<file path="src/sv/pil_pkg.sv">
// ----------------------------------------------------------------------------
// pil_pkg
// Types, character codes and byte classification for the lexer.
// ----------------------------------------------------------------------------
`timescale 1ns / 1ps

package pil_pkg;

	localparam int POS_BITS_DEF = 16;

	localparam logic [15:0] LEN_MAX = 16'hFFFF;

	// token type codes
	localparam logic [4:0] TOK_UNKNOWN = 5'd0;
	localparam logic [4:0] TOK_HASH    = 5'd1;
	localparam logic [4:0] TOK_DOT     = 5'd2;
	localparam logic [4:0] TOK_COMMA   = 5'd3;
	localparam logic [4:0] TOK_EQUAL   = 5'd4;
	localparam logic [4:0] TOK_COLON   = 5'd5;
	localparam logic [4:0] TOK_SEMI    = 5'd6;
	localparam logic [4:0] TOK_QUOTE   = 5'd7;
	localparam logic [4:0] TOK_LBRACE  = 5'd8;
	localparam logic [4:0] TOK_RBRACE  = 5'd9;
	localparam logic [4:0] TOK_LPAREN  = 5'd10;
	localparam logic [4:0] TOK_RPAREN  = 5'd11;
	localparam logic [4:0] TOK_LBRACK  = 5'd12;
	localparam logic [4:0] TOK_RBRACK  = 5'd13;
	localparam logic [4:0] TOK_LANGLE  = 5'd14;
	localparam logic [4:0] TOK_RANGLE  = 5'd15;
	localparam logic [4:0] TOK_IDENT   = 5'd16;

	// character codes
	localparam logic [7:0] CH_NUL    = 8'h00;
	localparam logic [7:0] CH_TAB    = 8'h09;
	localparam logic [7:0] CH_LF     = 8'h0A;
	localparam logic [7:0] CH_CR     = 8'h0D;
	localparam logic [7:0] CH_SPACE  = 8'h20;
	localparam logic [7:0] CH_QUOTE  = 8'h22;
	localparam logic [7:0] CH_HASH   = 8'h23;
	localparam logic [7:0] CH_LPAREN = 8'h28;
	localparam logic [7:0] CH_RPAREN = 8'h29;
	localparam logic [7:0] CH_STAR   = 8'h2A;
	localparam logic [7:0] CH_COMMA  = 8'h2C;
	localparam logic [7:0] CH_DOT    = 8'h2E;
	localparam logic [7:0] CH_ZERO   = 8'h30;
	localparam logic [7:0] CH_NINE   = 8'h39;
	localparam logic [7:0] CH_COLON  = 8'h3A;
	localparam logic [7:0] CH_SEMI   = 8'h3B;
	localparam logic [7:0] CH_LANGLE = 8'h3C;
	localparam logic [7:0] CH_EQUAL  = 8'h3D;
	localparam logic [7:0] CH_RANGLE = 8'h3E;
	localparam logic [7:0] CH_UPPER_A = 8'h41;
	localparam logic [7:0] CH_UPPER_Z = 8'h5A;
	localparam logic [7:0] CH_LBRACK = 8'h5B;
	localparam logic [7:0] CH_RBRACK = 8'h5D;
	localparam logic [7:0] CH_UNDER  = 8'h5F;
	localparam logic [7:0] CH_LOWER_A = 8'h61;
	localparam logic [7:0] CH_LOWER_Z = 8'h7A;
	localparam logic [7:0] CH_LBRACE = 8'h7B;
	localparam logic [7:0] CH_RBRACE = 8'h7D;

	typedef struct packed {
		logic [7:0] data_byte;
		logic       end_of_buffer;
	} in_item_t;

	typedef struct packed {
		logic [4:0]  tok_kind;
		logic [15:0] token_start;
		logic [15:0] token_length;
		logic        last_of_run;
	} out_item_t;

	typedef struct packed {
		logic in_identifier;
		logic star_pending;
	} lex_flags_t;

	function automatic logic is_letter(input logic [7:0] b);
		return (b >= CH_LOWER_A && b <= CH_LOWER_Z) || (b >= CH_UPPER_A && b <= CH_UPPER_Z);
	endfunction

	function automatic logic is_ident_char(input logic [7:0] b);
		return is_letter(b) || (b >= CH_ZERO && b <= CH_NINE) || b == CH_UNDER || b == CH_STAR;
	endfunction

	function automatic logic is_skipped(input logic [7:0] b);
		return b == CH_SPACE || b == CH_TAB || b == CH_LF || b == CH_CR || b == CH_NUL;
	endfunction

	function automatic logic [4:0] punct_code(input logic [7:0] b);
		logic [4:0] code;
		case (b)
			CH_HASH:   code = TOK_HASH;
			CH_DOT:    code = TOK_DOT;
			CH_COMMA:  code = TOK_COMMA;
			CH_EQUAL:  code = TOK_EQUAL;
			CH_COLON:  code = TOK_COLON;
			CH_SEMI:   code = TOK_SEMI;
			CH_QUOTE:  code = TOK_QUOTE;
			CH_LBRACE: code = TOK_LBRACE;
			CH_RBRACE: code = TOK_RBRACE;
			CH_LPAREN: code = TOK_LPAREN;
			CH_RPAREN: code = TOK_RPAREN;
			CH_LBRACK: code = TOK_LBRACK;
			CH_RBRACK: code = TOK_RBRACK;
			CH_LANGLE: code = TOK_LANGLE;
			CH_RANGLE: code = TOK_RANGLE;
			default:   code = TOK_UNKNOWN;
		endcase
		return code;
	endfunction

	function automatic out_item_t make_token(input logic [4:0] t, input logic [15:0] s,
			input logic [15:0] l);
		out_item_t tok;
		tok.tok_kind     = t;
		tok.token_start  = s;
		tok.token_length = l;
		tok.last_of_run  = 1'b0;
		return tok;
	endfunction

endpackage

</file>
<file path="src/sv/pil_step.sv">
// ----------------------------------------------------------------------------
// pil_step
// Combinational lexer step: one byte against the current state gives the
// next state and up to two tokens.
// ----------------------------------------------------------------------------
`timescale 1ns / 1ps

module pil_step #(
	parameter int POS_BITS = pil_pkg::POS_BITS_DEF
) (
	input  logic [7:0]              data_byte,
	input  logic                    end_of_buffer,
	input  pil_pkg::lex_flags_t     flags,
	input  logic [POS_BITS-1:0]     open_start,
	input  logic [15:0]             open_length,
	input  logic [POS_BITS-1:0]     position,
	output pil_pkg::lex_flags_t     nxt_flags,
	output logic [POS_BITS-1:0]     nxt_open_start,
	output logic [15:0]             nxt_open_length,
	output logic [POS_BITS-1:0]     nxt_position,
	output pil_pkg::out_item_t      res_a,
	output pil_pkg::out_item_t      res_b,
	output logic [1:0]              res_count
);
	import pil_pkg::*;

	logic                id;
	logic                sp;
	logic                consumed;
	logic [POS_BITS-1:0] os;
	logic [15:0]         ol;
	logic [1:0]          n;
	logic [4:0]          code;
	out_item_t           tok;
	out_item_t           ra;
	out_item_t           rb;

	always_comb begin
		id       = flags.in_identifier;
		sp       = flags.star_pending;
		os       = open_start;
		ol       = open_length;
		consumed = 1'b0;
		n        = 2'd0;
		ra       = '0;
		rb       = '0;
		tok      = '0;
		code     = punct_code(data_byte);

		// pending star: a following space makes it a lone unknown byte
		if (sp) begin
			sp = 1'b0;
			if (data_byte == CH_SPACE) begin
				tok = make_token(TOK_UNKNOWN, 16'(os), 16'd1);
				if (n == 2'd0) ra = tok; else rb = tok;
				n = n + 2'd1;
			end else begin
				id = 1'b1;
			end
		end

		if (id) begin
			if (is_ident_char(data_byte)) begin
				if (ol != LEN_MAX)
					ol = ol + 16'd1;
				consumed = 1'b1;
			end else begin
				tok = make_token(TOK_IDENT, 16'(os), ol);
				if (n == 2'd0) ra = tok; else rb = tok;
				n  = n + 2'd1;
				id = 1'b0;
			end
		end

		if (!consumed && !is_skipped(data_byte)) begin
			if (code != TOK_UNKNOWN) begin
				tok = make_token(code, 16'(position), 16'd1);
				if (n == 2'd0) ra = tok; else rb = tok;
				n = n + 2'd1;
			end else if (is_letter(data_byte)) begin
				id = 1'b1;
				os = position;
				ol = 16'd1;
			end else if (data_byte == CH_STAR) begin
				sp = 1'b1;
				os = position;
				ol = 16'd1;
			end else begin
				tok = make_token(TOK_UNKNOWN, 16'(position), 16'd1);
				if (n == 2'd0) ra = tok; else rb = tok;
				n = n + 2'd1;
			end
		end

		if (end_of_buffer) begin
			// flush: a pending star counts as a one-byte identifier
			if (sp || id) begin
				tok = make_token(TOK_IDENT, 16'(os), sp ? 16'd1 : ol);
				if (n == 2'd0) ra = tok; else rb = tok;
				n = n + 2'd1;
			end
			id           = 1'b0;
			sp           = 1'b0;
			os           = '0;
			ol           = '0;
			nxt_position = '0;
		end else begin
			nxt_position = position + POS_BITS'(1);
		end

		ra.last_of_run = (n == 2'd1);
		rb.last_of_run = 1'b1;

		nxt_flags.in_identifier = id;
		nxt_flags.star_pending  = sp;
		nxt_open_start          = os;
		nxt_open_length         = ol;
		res_a                   = ra;
		res_b                   = rb;
		res_count               = n;
	end

endmodule

</file>
<file path="src/sv/pil_token_fifo.sv">
// ----------------------------------------------------------------------------
// pil_token_fifo
// Four-entry token queue: up to two pushes and one pop per cycle.
// ----------------------------------------------------------------------------
`timescale 1ns / 1ps

module pil_token_fifo (
	input  logic               clk,
	input  logic               arst_n,
	input  logic [1:0]         push_count,
	input  pil_pkg::out_item_t push_a,
	input  pil_pkg::out_item_t push_b,
	output logic               room,
	output logic               token_valid,
	input  logic               token_ready,
	output pil_pkg::out_item_t token
);
	import pil_pkg::*;

	out_item_t  mem_q [4];
	logic [1:0] wr_ptr_q;
	logic [1:0] rd_ptr_q;
	logic [2:0] cnt_q;
	logic       pop;

	assign pop         = token_valid && token_ready;
	assign token_valid = (cnt_q != 3'd0);
	assign token       = mem_q[rd_ptr_q];
	// two free slots needed, as one item may push two tokens
	assign room        = (cnt_q <= 3'd2);

	always_ff @(posedge clk or negedge arst_n) begin
		if (!arst_n) begin
			wr_ptr_q <= '0;
			rd_ptr_q <= '0;
			cnt_q    <= '0;
		end else begin
			wr_ptr_q <= wr_ptr_q + push_count;
			rd_ptr_q <= rd_ptr_q + 2'(pop);
			cnt_q    <= cnt_q + 3'(push_count) - 3'(pop);
		end
	end

	always_ff @(posedge clk) begin
		if (push_count != 2'd0)
			mem_q[wr_ptr_q] <= push_a;
		if (push_count == 2'd2)
			mem_q[wr_ptr_q + 2'd1] <= push_b;
	end

endmodule

</file>
<file path="src/sv/punctuation_identifier_lexer.sv">
// ----------------------------------------------------------------------------
// punctuation_identifier_lexer
// Streaming lexer: one text byte per item in, tokens (type, start, length) out.
// ----------------------------------------------------------------------------
// A byte is held in the input stage register, then its tokens are written
// into the token queue. Throughput: one byte per cycle while the 4-entry
// queue has room for two tokens; the output port drains one token at a time.
// Reset: clears the lexer state, byte offset, input stage and token queue.
`timescale 1ns / 1ps

module punctuation_identifier_lexer #(
	parameter int POS_BITS = pil_pkg::POS_BITS_DEF
) (
	input  logic               clk,
	input  logic               arst_n,
	input  logic               item_valid,
	output logic               item_ready,
	input  pil_pkg::in_item_t  item,
	output logic               token_valid,
	input  logic               token_ready,
	output pil_pkg::out_item_t token
);
	import pil_pkg::*;

	in_item_t            item_s1;
	logic                valid_s1;
	lex_flags_t          flags_q;
	logic [POS_BITS-1:0] open_start_q;
	logic [15:0]         open_length_q;
	logic [POS_BITS-1:0] position_q;

	lex_flags_t          nxt_flags;
	logic [POS_BITS-1:0] nxt_open_start;
	logic [15:0]         nxt_open_length;
	logic [POS_BITS-1:0] nxt_position;
	out_item_t           res_a;
	out_item_t           res_b;
	logic [1:0]          res_count;
	logic                room;
	logic                step_fire;

	assign step_fire  = valid_s1 && room;
	assign item_ready = !valid_s1 || step_fire;

	always_ff @(posedge clk or negedge arst_n) begin
		if (!arst_n) begin
			valid_s1 <= 1'b0;
		end else if (item_ready) begin
			valid_s1 <= item_valid;
		end
	end

	always_ff @(posedge clk) begin
		if (item_valid && item_ready)
			item_s1 <= item;
	end

	always_ff @(posedge clk or negedge arst_n) begin
		if (!arst_n) begin
			flags_q       <= '0;
			open_start_q  <= '0;
			open_length_q <= '0;
			position_q    <= '0;
		end else if (step_fire) begin
			flags_q       <= nxt_flags;
			open_start_q  <= nxt_open_start;
			open_length_q <= nxt_open_length;
			position_q    <= nxt_position;
		end
	end

	pil_step #(
		.POS_BITS(POS_BITS)
	) u_step (
		.data_byte       (item_s1.data_byte),
		.end_of_buffer   (item_s1.end_of_buffer),
		.flags           (flags_q),
		.open_start      (open_start_q),
		.open_length     (open_length_q),
		.position        (position_q),
		.nxt_flags       (nxt_flags),
		.nxt_open_start  (nxt_open_start),
		.nxt_open_length (nxt_open_length),
		.nxt_position    (nxt_position),
		.res_a           (res_a),
		.res_b           (res_b),
		.res_count       (res_count)
	);

	pil_token_fifo u_fifo (
		.clk         (clk),
		.arst_n      (arst_n),
		.push_count  (step_fire ? res_count : 2'd0),
		.push_a      (res_a),
		.push_b      (res_b),
		.room        (room),
		.token_valid (token_valid),
		.token_ready (token_ready),
		.token       (token)
	);

endmodule

</file>
<file path="config.mk">
export PLATFORM = sky130hd
export DESIGN_NAME = punctuation_identifier_lexer
export DESIGN_NICKNAME = d
export VERILOG_FILES = /design/src/sv/pil_pkg.sv /design/src/sv/pil_step.sv /design/src/sv/pil_token_fifo.sv /design/src/sv/punctuation_identifier_lexer.sv
export SDC_FILE = /design/constraint.sdc
export NUM_CORES = 1
export LEC_CHECK = 0
export BUFFER_PORTS_ARGS = -buffer_cell sky130_fd_sc_hd__buf_2
export CORE_ASPECT_RATIO = 1.2
export CORE_MARGIN = 8
export CORE_UTILIZATION = 65
export DETAILED_ROUTE_END_ITERATION = 8
export GPL_TIMING_DRIVEN = 1
export PLACE_DENSITY = 0.84
export SYNTH_ARGS = -nofsm -noshare
export SYNTH_HDL_FRONTEND = slang
export SYNTH_SLANG_ARGS = --single-unit
</file>
<file path="constraint.sdc">
create_clock -name clk -period 19.5 [get_ports clk]
set_clock_uncertainty 0.2 [all_clocks]
set_input_delay 5.85 -clock clk [delete_from_list [all_inputs] [get_ports clk]]
set_output_delay 5.85 -clock clk [all_outputs]
set_load 0.05 [all_outputs]
</file>
Word level (Yosys, flattened, before mapping)
Memory sizes are Yosys's and may differ from the RTL's.
Index checks and enable logic that the tools add are counted.

operators by class
  mux-type cells = 70
  reductions and logical operators = 27
  add/subtract/negate cells = 10
  magnitude comparators = 7
  equal/unequal tests = 24

operator list
  operator                                             number
  two-way mux 38 bit                                   25
  two-way mux 16 bit                                   15
  equality test 8 x 6 -> 1 bit, second input constant  13
  case mux 4 bit (15 select lines)                     1
  equality test 8 x 7 -> 1 bit, second input constant  5
  two-way mux 33 bit                                   1
  adder 16 x 1 -> 16 bit, second input constant        2
  equality test 8 x 4 -> 1 bit, second input constant  3
  two-way mux 2 bit                                    10
  two-way mux 1 bit                                    18
  >= comparator 8 x 7 -> 1 bit, second input constant  2
  <= comparator 8 x 7 -> 1 bit, second input constant  2
  inequality test 16 bit, second input constant        1
  logical OR 1 bit                                     10
  adder 2 x 1 -> 2 bit, second input constant          4
  >= comparator 8 x 6 -> 1 bit, second input constant  1
  <= comparator 8 x 6 -> 1 bit, second input constant  1
  logical NOT 8 bit                                    1
  logical AND 1 bit                                    7
  logical NOT 2 bit                                    3
  nonzero test 5 bit                                   1
  adder 3 x 2 -> 3 bit                                 1
  <= comparator 3 x 2 -> 1 bit, second input constant  1
  logical NOT 1 bit                                    3
  7 further kinds                                      7

storage, ports and cells
  memory bits (writable) = 152
  memories = 1
  bits in registers = 67
  input bits = 13
  output and inout port bits = 40

memory list
  name          words  bits a word  read ports  clocked after Yosys merged registers in  write ports  line                  text
  u_fifo.mem_q  4      38           1           0                                        2            pil_token_fifo.sv:20  out_item_t mem_q [4];

Longest topological paths before layout
  word-level depth = 20
  mapped depth = 21
  gate-level depth less buffers = 18

By module
From an unflattened synthesis, not the netlist that was laid out.

unflattened totals
  cells, all modules = 1029
  area, all modules = 13055.0 sq um

modules (own cells, without submodules)
  module                        cells each  times used  sequential area each (sq um)  area each (sq um)
  pil_token_fifo                407         1           4739.5                        7835.0
  pil_step                      501         1           0.0                           3022.9
  punctuation_identifier_lexer  121         1           1546.5                        2197.1

Worst setup path before layout
OpenSTA, ideal clock, no wires.

  kind = reg-to-output
  start point = register u_fifo.rd_ptr_q[0]
  end point = output port token[17] (netlist bit)
  buffers on the path = 2
  setup slack = 11318 ps
  arrival time = 2132 ps
  data required time = 13450 ps
  cell stages (with the launch flop) = 4
  cell sequence = dfrtp_1 -> clkbuf_1 -> buf_1 -> mux4_2

RTL lines
  item                    line                                text
  start, declared         pil_token_fifo.sv:22                logic [1:0] rd_ptr_q;
  start signal, assigned  pil_token_fifo.sv:39                rd_ptr_q <= rd_ptr_q + 2'(pop);
  end, declared           punctuation_identifier_lexer.sv:21  output pil_pkg::out_item_t token

==> flow_summary.toml <==
[outcome]
status = "finished clean"

[sta]
relSlewSlack_pct = 21.5
min_period_ps = 8640
slew_viol_final = 0
max_slew.worst_pin.slew_ps = 1170
rsz0062_at_grt = "false"
hold_viol_final = 0
max_freq_ghz = 0.116
post-route-period-util_pct = 44.3
setup_violations = 0
finalSetupTns_ps = 0

[synth]
synth_top_area_share_pct = 38.5
synthFlopType = "edfxtp_1"
synth_seq_cells = 219
synth_cells = 1050
postSynthAreaPerCell_um2 = 11.7
ys_seq_area_share_pct = 51.0
syn_nets = 1075
ys.warnings.count = 0
synth.largest_area_cell = "edfxtp_1"
synth-edff-count = 157
yosys-top-cells-area = "edfxtp_1 (39%), dfrtp_1 (12%), mux4_2 (7.0%), o32ai_1 (6.9%), a22oi_1 (3.1%)"
async_flop_share_pct = 26.5
syn_area_um2 = 12200
synth_cell_types = 75

[setup_path]
end_kind = "output pin"
cp-start-kind = "flop"
path_buf_inv = 2
crit_fanout = 22
required_ps = 13450
arrival_ps = 2590
path_delay_family = "flip-flops"
crit_slowest_cell = "dfrtp_2"
worstSetupPathType = "flop to output pin"
path_cells = "buf_4, mux4_2, buf_2"
cp_slowest_stage_delay_ps = 750

[clock_tree]
cts_root_buf = "clkbuf_16"
clkLatencyLatePin_ps = 510
cts_tree = "yes"
cts_setup_buffers = 0
path_clk_slew_ps = 60
htreeDepth = 1
cts_sinks = 219
numCtsBuffers = 22
hold_buffers = 0
clockBufferDepth = 3
ctsResizeCount = 0

[finish]
final_nets = 1067
area_growth_pct = 7.89
diodes = 0
layout.cells.non_filler = 1314
drive_above_1_share_pct = 17.6

[power_and_ir_drop]
clockPowerShare_pct = 22.9
seqPwrFrac_pct = 36.0
p_int_mw = 1.06
ir_drop_mv = 0.108
switching_power_uw = 833
combPwrFrac_pct = 41.0
power.density_nw_per_um2 = 143
p_sw_share_pct = 44.0
p_leak_nw = 4.26

[global_route]
grt_start_max_net_pins = 85
grt_pass1_wl_mm = 50.5
grt_usage_pct = 26.7
grt_pass1_vias = 9446
antenna_found_initial = 0
globalRoute.totalOverflow = 0

[route]
routed_wirelength_mm = 31.8
drtIter0Drc = 1392
drtAntennaViolNets = 0
post_drt_wl_per_cell_um = 24.2
drt-pass1-iter-count = 7
via_per_inst = 7.47
remaining_drc_errors = 0
via_count = 9817

[floorplan]
die_w_um = 141
fp.dieH_um = 166
io_pins = 53
die-area_um2 = 23500
fp.coreArea_um2 = 18600
row_count = 55
initial_utilization_pct = 65.6

[min_path]
hold_class = "flop to flop"

[place]
place.gp.congestion = 0.932
dp_hpwl_mm = 20.0
portBuffers = 52
dp.cells = 1274

[job]
drv_cap = 0
[power groups by stage]
stage,clock [mW],combinational [mW],sequential (mW)
finish,0.434,0.777,0.682
global placement,0,0.751,0.684
CTS,0.434,0.771,0.680
global route,0.451,0.820,0.693
detailed placement,0,0.766,0.690
floorplan,0,0.647,0.635
[tightest hold or removal path, stage by stage, from the launching register on]
cell	delay, ps
dfrtp_1	360
nand2_1	60
o41ai_1	50
[layout make-up]
cell class	instances	area, µm²
Timing Repair Buffer	67	373
Sequential cell	219	6250
Multi-Input combinational cell	711	5450
Clock buffer	22	551
Inverter	21	78.8
Clock inverter	18	189
Tap cell	256	320
Fill cell	1240	5440
[cells in the final DEF, fill, tap and decap left out, types with 21 or more instances in the layout]
| cell | count |
|---|---|
| nor3_1 | 23 |
| o32ai_1 | 96 |
| buf_2 | 52 |
| o21ai_0 | 72 |
| clkbuf_16 | 22 |
| o22ai_1 | 33 |
| edfxtp_1 | 157 |
| mux4_2 | 38 |
| dfrtp_1 | 56 |
| inv_1 | 21 |
| nor2_1 | 43 |
| nand2_1 | 86 |
| a22oi_1 | 51 |
| a21oi_1 | 41 |
[metrics by stage]
stage / area [µm²] / hold slack (ps) / worst slack (ps) / total power [mW] / util [%]
after floorplan: 12200 / 259 / 11320 / 1.28 / -
after global placement: 12500 / 280 / 11410 / 1.44 / 66.9
after detailed placement: 12500 / 296 / 11330 / 1.46 / 66.9
after CTS: 13200 / 310 / 10790 / 1.89 / 70.8
after global routing: 13200 / 348 / 10690 / 1.96 / 70.8
final: 13200 / 309 / 10860 / 1.89 / 70.8
[metal layers]
metal | vias to the layer above | GRT usage [%] | wire length (µm)
met5 | - | 0 | 0
met4 | 0 | 9.32 | 940
met3 | 96 | 5.78 | 4210
met2 | 750 | 41.9 | 14800
met1 | 4711 | 36.3 | 11900
li1 | 4260 | - | -
[cell usage after synthesis, types with 5 or more instances]
master	count
nand2_2	5
xnor2_1	5
nand2_1	86
buf_1	6
or3_1	6
a22o_1	5
and2_1	14
clkbuf_1	55
nand2b_1	11
o32ai_2	16
buf_2	21
and4_1	5
o32ai_1	96
o221ai_1	6
nand3_1	19
ha_1	11
xor2_1	10
and3_1	10
edfxtp_1	157
dfrtp_1	58
o31ai_1	15
a21oi_1	41
nor3_1	23
o22ai_1	33
a211oi_1	7
o21ai_0	75
buf_6	13
inv_1	21
a22oi_1	51
mux4_2	38
nand4_1	9
nor2_1	43
a32o_1	8
[worst paths after layout]
check / from / endpoint / slack (ps) / depth (start not counted)
hold / removal: flags_q[0] / flags_q[0] / 310 / 2
setup reg to reg: item_s1[2] / u_fifo.mem_q[0][12] / 13400 / 16
hold reg to reg: flags_q[0] / flags_q[0] / 310 / 2
setup / recovery: u_fifo.rd_ptr_q[0] / token[4] / 10860 / 3
min in group asynchronous: arst_n / open_length_q[2] / 5280 / 2
max in group asynchronous: arst_n / u_fifo.rd_ptr_q[1] / 13230 / 2
[registers in the layout, summed over array words and instances (netlist names)]
| register | count |
|---|---|
| valid_s1 | 1 |
| position_q | 16 |
| item_s1 | 9 |
| open_start_q | 16 |
| u_fifo.mem_q | 152 |
| u_fifo.rd_ptr_q | 2 |
| u_fifo.wr_ptr_q | 2 |
| flags_q | 2 |
| open_length_q | 16 |
| u_fifo.cnt_q | 3 |
[kinds of logic after synthesis]
group           Yosys count  share of synthesized area, %
compound gates          391                          24.1
xor+xnor                 15                          1.07
fa+ha+maj                12                          1.29
buf+inv                 120                          4.81
flops                   219                          51.0
mux                      42                          7.32
simple gates            251                          10.4
(Power assumes the default switching activity.)
